`config.mk`:
```
export PLATFORM = sky130hd
export DESIGN_NAME = clsp_front
export DESIGN_NICKNAME = d
export VERILOG_FILES = /design/src/hw/rtl/clsp_pkg.sv /design/src/hw/rtl/clsp_front.sv
export SDC_FILE = /design/constraint.sdc
export NUM_CORES = 1
export LEC_CHECK = 0
export BUFFER_PORTS_ARGS = -buffer_cell sky130_fd_sc_hd__buf_4
export CAP_MARGIN = 20
export CORE_AREA = 2 2 248 250
export DETAILED_ROUTE_END_ITERATION = 8
export DIE_AREA = 0 0 250 252
export SYNTH_ARGS = -nofsm -noshare
export SYNTH_HDL_FRONTEND = slang
export SYNTH_SLANG_ARGS = --single-unit
```
`constraint.sdc`:
```
create_clock -name vclk -period 11.4
set_input_delay 2.28 -clock vclk [all_inputs]
set_output_delay 2.28 -clock vclk [all_outputs]
set_load 0.02 [all_outputs]
```
`src/hw/rtl/clsp_pkg.sv`:
```
// Shared types, constants and helper functions for the circle/line step point block.
package clsp_pkg;

    localparam int COORD_W   = 40;
    localparam int STEP_W    = 24;
    localparam int THR_W     = 16;
    localparam int FRAC_BITS = 24;
    localparam int DIFF_W    = COORD_W + 1;
    // Working width of the shared arithmetic unit; largest value is the root operand
    localparam int W         = 192;
    localparam int CNT_W     = $clog2(W + 1);
    localparam int QDEPTH    = 4;
    localparam int QPTR_W    = $clog2(QDEPTH);
    localparam int QCNT_W    = $clog2(QDEPTH + 1);

    // Arithmetic unit operations
    localparam logic [1:0] OP_MUL  = 2'd0;
    localparam logic [1:0] OP_DIV  = 2'd1;
    localparam logic [1:0] OP_SQRT = 2'd2;

    typedef logic signed [W-1:0] clsp_wide_t;

    localparam clsp_wide_t FRAC_ONE = {{(W-FRAC_BITS-1){1'b0}}, 1'b1, {FRAC_BITS{1'b0}}};
    localparam clsp_wide_t COORD_MAX = {{(W-COORD_W+1){1'b0}}, {(COORD_W-1){1'b1}}};
    localparam clsp_wide_t COORD_MIN = {{(W-COORD_W+1){1'b1}}, {(COORD_W-1){1'b0}}};

    typedef struct packed {
        logic        [STEP_W-1:0]  step_len;
        logic signed [COORD_W-1:0] cur_x;
        logic signed [COORD_W-1:0] cur_y;
        logic signed [COORD_W-1:0] prev_x;
        logic signed [COORD_W-1:0] prev_y;
        logic signed [COORD_W-1:0] next_x;
        logic signed [COORD_W-1:0] next_y;
    } clsp_in_t;

    typedef struct packed {
        logic signed [COORD_W-1:0] out_x;
        logic signed [COORD_W-1:0] out_y;
        logic                      no_hit;
    } clsp_out_t;

    // Classified item as held in the queue
    typedef struct packed {
        clsp_in_t                 item;
        logic signed [DIFF_W-1:0] dx;
        logic signed [DIFF_W-1:0] dy;
        logic                     vert;
    } clsp_task_t;

    // Request to the arithmetic unit
    typedef struct packed {
        logic       start;
        logic [1:0] op;
    } clsp_req_t;

    // Status from the arithmetic unit
    typedef struct packed {
        logic busy;
        logic done;
    } clsp_rsp_t;

    function automatic clsp_wide_t sx_c(input logic signed [COORD_W-1:0] v);
        return {{(W-COORD_W){v[COORD_W-1]}}, v};
    endfunction

    function automatic clsp_wide_t sx_d(input logic signed [DIFF_W-1:0] v);
        return {{(W-DIFF_W){v[DIFF_W-1]}}, v};
    endfunction

    function automatic logic signed [COORD_W-1:0] sat_c(input clsp_wide_t v);
        clsp_wide_t r;
        r = v;
        if (v > COORD_MAX) r = COORD_MAX;
        if (v < COORD_MIN) r = COORD_MIN;
        return r[COORD_W-1:0];
    endfunction

endpackage

```
`src/hw/rtl/clsp_front.sv`:
```
// Front end: accepts input transfers, forms segment deltas and flags the vertical case.
module clsp_front (
    input  logic                  s_valid,
    output logic                  s_ready,
    input  clsp_pkg::clsp_in_t    s_data,
    input  logic [clsp_pkg::THR_W-1:0] thr,
    input  logic                  q_full,
    output logic                  q_push,
    output clsp_pkg::clsp_task_t  q_task
);

    logic signed [clsp_pkg::DIFF_W-1:0] dx;
    logic signed [clsp_pkg::DIFF_W-1:0] dy;
    logic        [clsp_pkg::DIFF_W-1:0] abs_dx;

    // Form deltas at full width
    always_comb begin
        dx = {s_data.next_x[clsp_pkg::COORD_W-1], s_data.next_x}
           - {s_data.prev_x[clsp_pkg::COORD_W-1], s_data.prev_x};
        dy = {s_data.next_y[clsp_pkg::COORD_W-1], s_data.next_y}
           - {s_data.prev_y[clsp_pkg::COORD_W-1], s_data.prev_y};
        abs_dx = dx[clsp_pkg::DIFF_W-1] ? -dx : dx;
    end

    // Classify and push into the queue
    always_comb begin
        q_task.item = s_data;
        q_task.dx   = dx;
        q_task.dy   = dy;
        q_task.vert = (dx == '0) || (abs_dx < clsp_pkg::DIFF_W'(thr));
    end

    assign s_ready = !q_full;
    assign q_push  = s_valid && !q_full;

endmodule

```
# Yosys cells after proc, flatten, opt, wreduce, memory -nomap -nowiden
# Index checks and enable logic that the tools add are counted.
[totals]
romBits = 0
ramBits = 0
register_bits = 0
input_bits = 282
latch_bits = 0
memories = 0
output_inout_bits = 349
[op_classes]
shift = 0
magnitude_cmp = 1
mul = 0
mux = 1
bitwise = 0
n_addsub = 3
eq_ne = 0
n_reduce_logical = 4
div_mod_pow = 0
[ops]
columns = ["cell", "count"]
rows = [
  ["40-bit by 40-bit subtractor with 41-bit output", 2],
  ["41-bit zero test", 1],
  ["41-bit by 16-bit less-than comparator with 1-bit output", 1],
  ["41-bit 2-to-1 mux", 1],
  ["41-bit negator", 1],
  ["1-bit logical AND", 1],
  ["1-bit zero test", 1],
  ["1-bit logical OR", 1],
]

# Logic depth before layout (Yosys ltp)
[logic_depth]
word_depth = 5
mapped_depth = 29
mapped_depth_nobuf = 28

# Worst setup path after synthesis
# No wires, ideal clock.
[synth_path]
kind = "input to output"
from = "input s_data[40] (netlist bit)"
to = "output q_task[0] (netlist bit)"
t_arrival_ns = 7.348
path_buffers = 2
slack_ns = 1.772
cell_stages = 28
path_cell_list = "inv_1 ha_1 fa_1 nand2b_1 a211oi_2 o21ai_4 o21ba_2 o21ai_1 a31oi_1 o21ai_1 inv_1 clkbuf_1 clkbuf_1 o31ai_1 xnor2_1 ha_1 o21ai_0 nand2b_1 a21oi_1 a211o_1 a31oi_1 a31oi_1 nand4_1 nor4_1 o2111ai_1 nor4_2 a21oi_1 o21ai_1"
[synth_rtl]
columns = ["item", "line", "source"]
rows = [
  ["start: declaration", "clsp_front.sv:5", "input clsp_pkg::clsp_in_t s_data,"],
  ["end: declaration", "clsp_front.sv:9", "output clsp_pkg::clsp_task_t q_task"],
]

==> results.md <==
- Outcome: completed
- Final TNS setup: 0 ns
- Crit path max fanout: 11
- Post-route DRC: 0
- Die Wd: 250 microns
- Syn_area_per_cell: 6.77 sq um
- Layout area overhead: 23.8%
- Area of the multi-input gates: just over 6000 sq um
- Post-synth top area cell: buf_4
- Starting DRC count in detailed routing: 703
- CP arrival: 8.32 ns
- Syn_nets: ~1,700
- Syn Inst Count: ~1,300
- Worst Path Required: roughly 9.1 ns
- Fmax: between 90 and 100 MHz
- First-pass iteration count of the detailed router: 7
- Commonest non-fill, non-tap cell in the layout: buf_4
- Synth top area share: 0.227
- Netlist cell types: 91
- First-pass GRT wire length: about 54,000 microns
- Synthesized area: 8730 sq um
- Kind of start point of the critical path: input port
- Maxcap violations: 0
- Clock power frac: 0
- DIE HEIGHT: between 200 and 300 microns
- Final min period: ~11 ns
- Register area share after synthesis: 0
- Storage element area: 0 sq um
- Leakage Power: 5.21 nW
- Critical path class: in -> out
- Initial Util: 0.145
- # clk buffers: 0
- Top cells by area, synth: buf_4 (23%), ha_1 (14%), inv_1 (5.8%)
- Measured slew at the worst slew-check pin: between 0.8 and 0.9 ns
- Period utilisation layout: 0.930
- P_sw: approximately 0.5 mW
- Final HPWL DP: ~34,000 microns
- GRT Overall Usage: 0.110
- Largest net degree at the start of global routing: 22
- Final net count: 1,805
- Number of sequential cells: 0
- RSZ-0062 raised after global routing: no
- FILL cells: roughly 6,900
- # hold bufs at CTS: 0
- Initial antenna violation count: 4
- CP startpoint: s_data[40]
- Via density: between 4 and 5
- Share of cells above drive strength 1: 0.327
- Largest vdd supply drop: roughly 0.000027 V
- Final core utilization: 0.180
- HP Class: in -> out
- Pint: roughly 0.34 mW
- Vias in the first global route: 8,566
- Rel. slew slack: 0.397
- Total number of vias: between 9,000 and 10,000
- I/O pin total: ~630
- GP Congestion: ~0.9
- I/O Buffers: ~420
- Number of nets with antenna violations after routing: 0
- CORE AREA: about 60,000 sq um
- Pwr dens: 77.8 nW/um^2
- Setup Viol. Count Final: 0
- Post-CTS Setup Bufs: 0
- WL/cell: approximately 17 microns
- Flop pwr share: 0
- Slew Viols, Final: 0
- Cell Rows: 90
- Routed WL: about 38,000 microns
- Grt total ovfl: 0
- Switching share of power: 0.599
- Hold_sp: s_data[160]
- Most frequent cells in the layout: buf_4 (425), inv_1 (133), a21oi_1 (96), ha_1 (96), nor2_1 (68)
- Yosys warns: 0
- Final hold violations: 0
- Crit path capture type: output port
- Die area: 63,000 sq um
- Comb power frac: 1.000
## logic make-up (layout without fill, tap and decap cells)
family,after synthesis,count (layout),synth area share
buffers and inverters,430,564,0.301
other,0,2,0
AO/OA/AOI/OAI,359,359,0.277
adder cells (fa/ha/maj),98,98,0.142
multiplexers,7,7,0.00889
XOR/XNOR,66,66,0.0680
AND/OR/NAND/NOR,329,329,0.203
## per-stage QoR
step	instances	cell area, sq um	hold slack (ns)	total power, mW	setup WS, ns
finish	2207	10800	4.56	0.841	0.802
global route	2207	10800	4.56	0.909	0.242
CTS	2204	10800	4.56	0.845	0.430
detailed placement	2204	10800	4.56	0.841	0.471
global placement	2204	10800	4.56	0.840	0.565
floorplan	1289	8730	4.64	0.597	1.77
## path summary, 6_finish.rpt
| path | to | slack (ns) | cells after the start |
|---|---|---|---|
| worst min-delay path | q_task[243] | 4.56 | 0 |
| worst max-delay path | q_task[0] | 0.80 | 26 |
## layer usage
layer / vias up / share of wire / GRT usage
met3: 76 / 0.085 / 0.0270
met1: 4219 / 0.39 / 0.127
met2: 469 / 0.48 / 0.196
met4: 0 / 0.044 / 0.0419
met5: - / 0 / 0
li1: 4564 / - / -
## cells in the mapped netlist (5+ instances only)
cell / n
o21ai_1: 11
nand2b_1: 28
o2111ai_1: 11
nor2_1: 68
a21oi_1: 96
a211oi_1: 9
a31oi_1: 13
nand4_1: 11
o22ai_1: 5
nor3_1: 27
clkbuf_1: 17
nor2b_1: 15
inv_1: 134
xnor2_1: 51
nand2_1: 64
or3_1: 11
or2_2: 6
and2_1: 11
a21o_1: 35
o21ai_0: 62
ha_1: 96
nor4_1: 14
o211ai_1: 15
nand3_1: 25
o31ai_1: 10
buf_4: 264
o21a_1: 20
xor2_1: 13
a211o_1: 10
and3_1: 16
buf_2: 10
## worst max-delay path: stages
cell        delay, ns
buf_4            0.08
inv_1            0.03
ha_1             0.21
fa_1             0.41
nand2b_1         0.22
a211oi_2         0.50
o21ai_4          0.17
o21ba_2          0.26
o21ai_1          0.22
a31oi_1          0.14
o21ai_2          0.48
clkinvlp_4       0.39
o21ai_0          0.19
xnor2_1          0.15
ha_1             0.26
a2111oi_0        0.41
a211o_1          0.21
a31oi_1          0.12
a31oi_1          0.17
nand4_1          0.11
nor4_1           0.33
o2111ai_1        0.22
nor4_2           0.31
a21oi_1          0.10
o21ai_1          0.14
buf_4            0.18
## area by class of cell
cell class                      instances  share of cell area
Multi-Input combinational cell        859               0.565
Timing Repair Buffer                  425               0.295
Tap cell                              782              0.0906
Inverter                              138              0.0483
Timing Repair inverter                  1            0.000463
Antenna cell                            2            0.000463
## what timing repair did
| item | 4_1_cts | 5_1_grt |
|---|---|---|
| setup endpoints to repair | 0 | 1 |
| gates resized for setup | 0 | 2 |
| hold endpoints to repair | 0 | 0 |
## power by group through the flow
stage	combinational [mW]	sequential [mW]	clock, mW
floorplan	0.597	0	0
global placement	0.840	0	0
detailed placement	0.841	0	0
CTS	0.845	0	0
global route	0.909	0	0.0000000235
finish	0.841	0	0.0000000235
No activity file was read; power rests on OpenSTA's default activity.
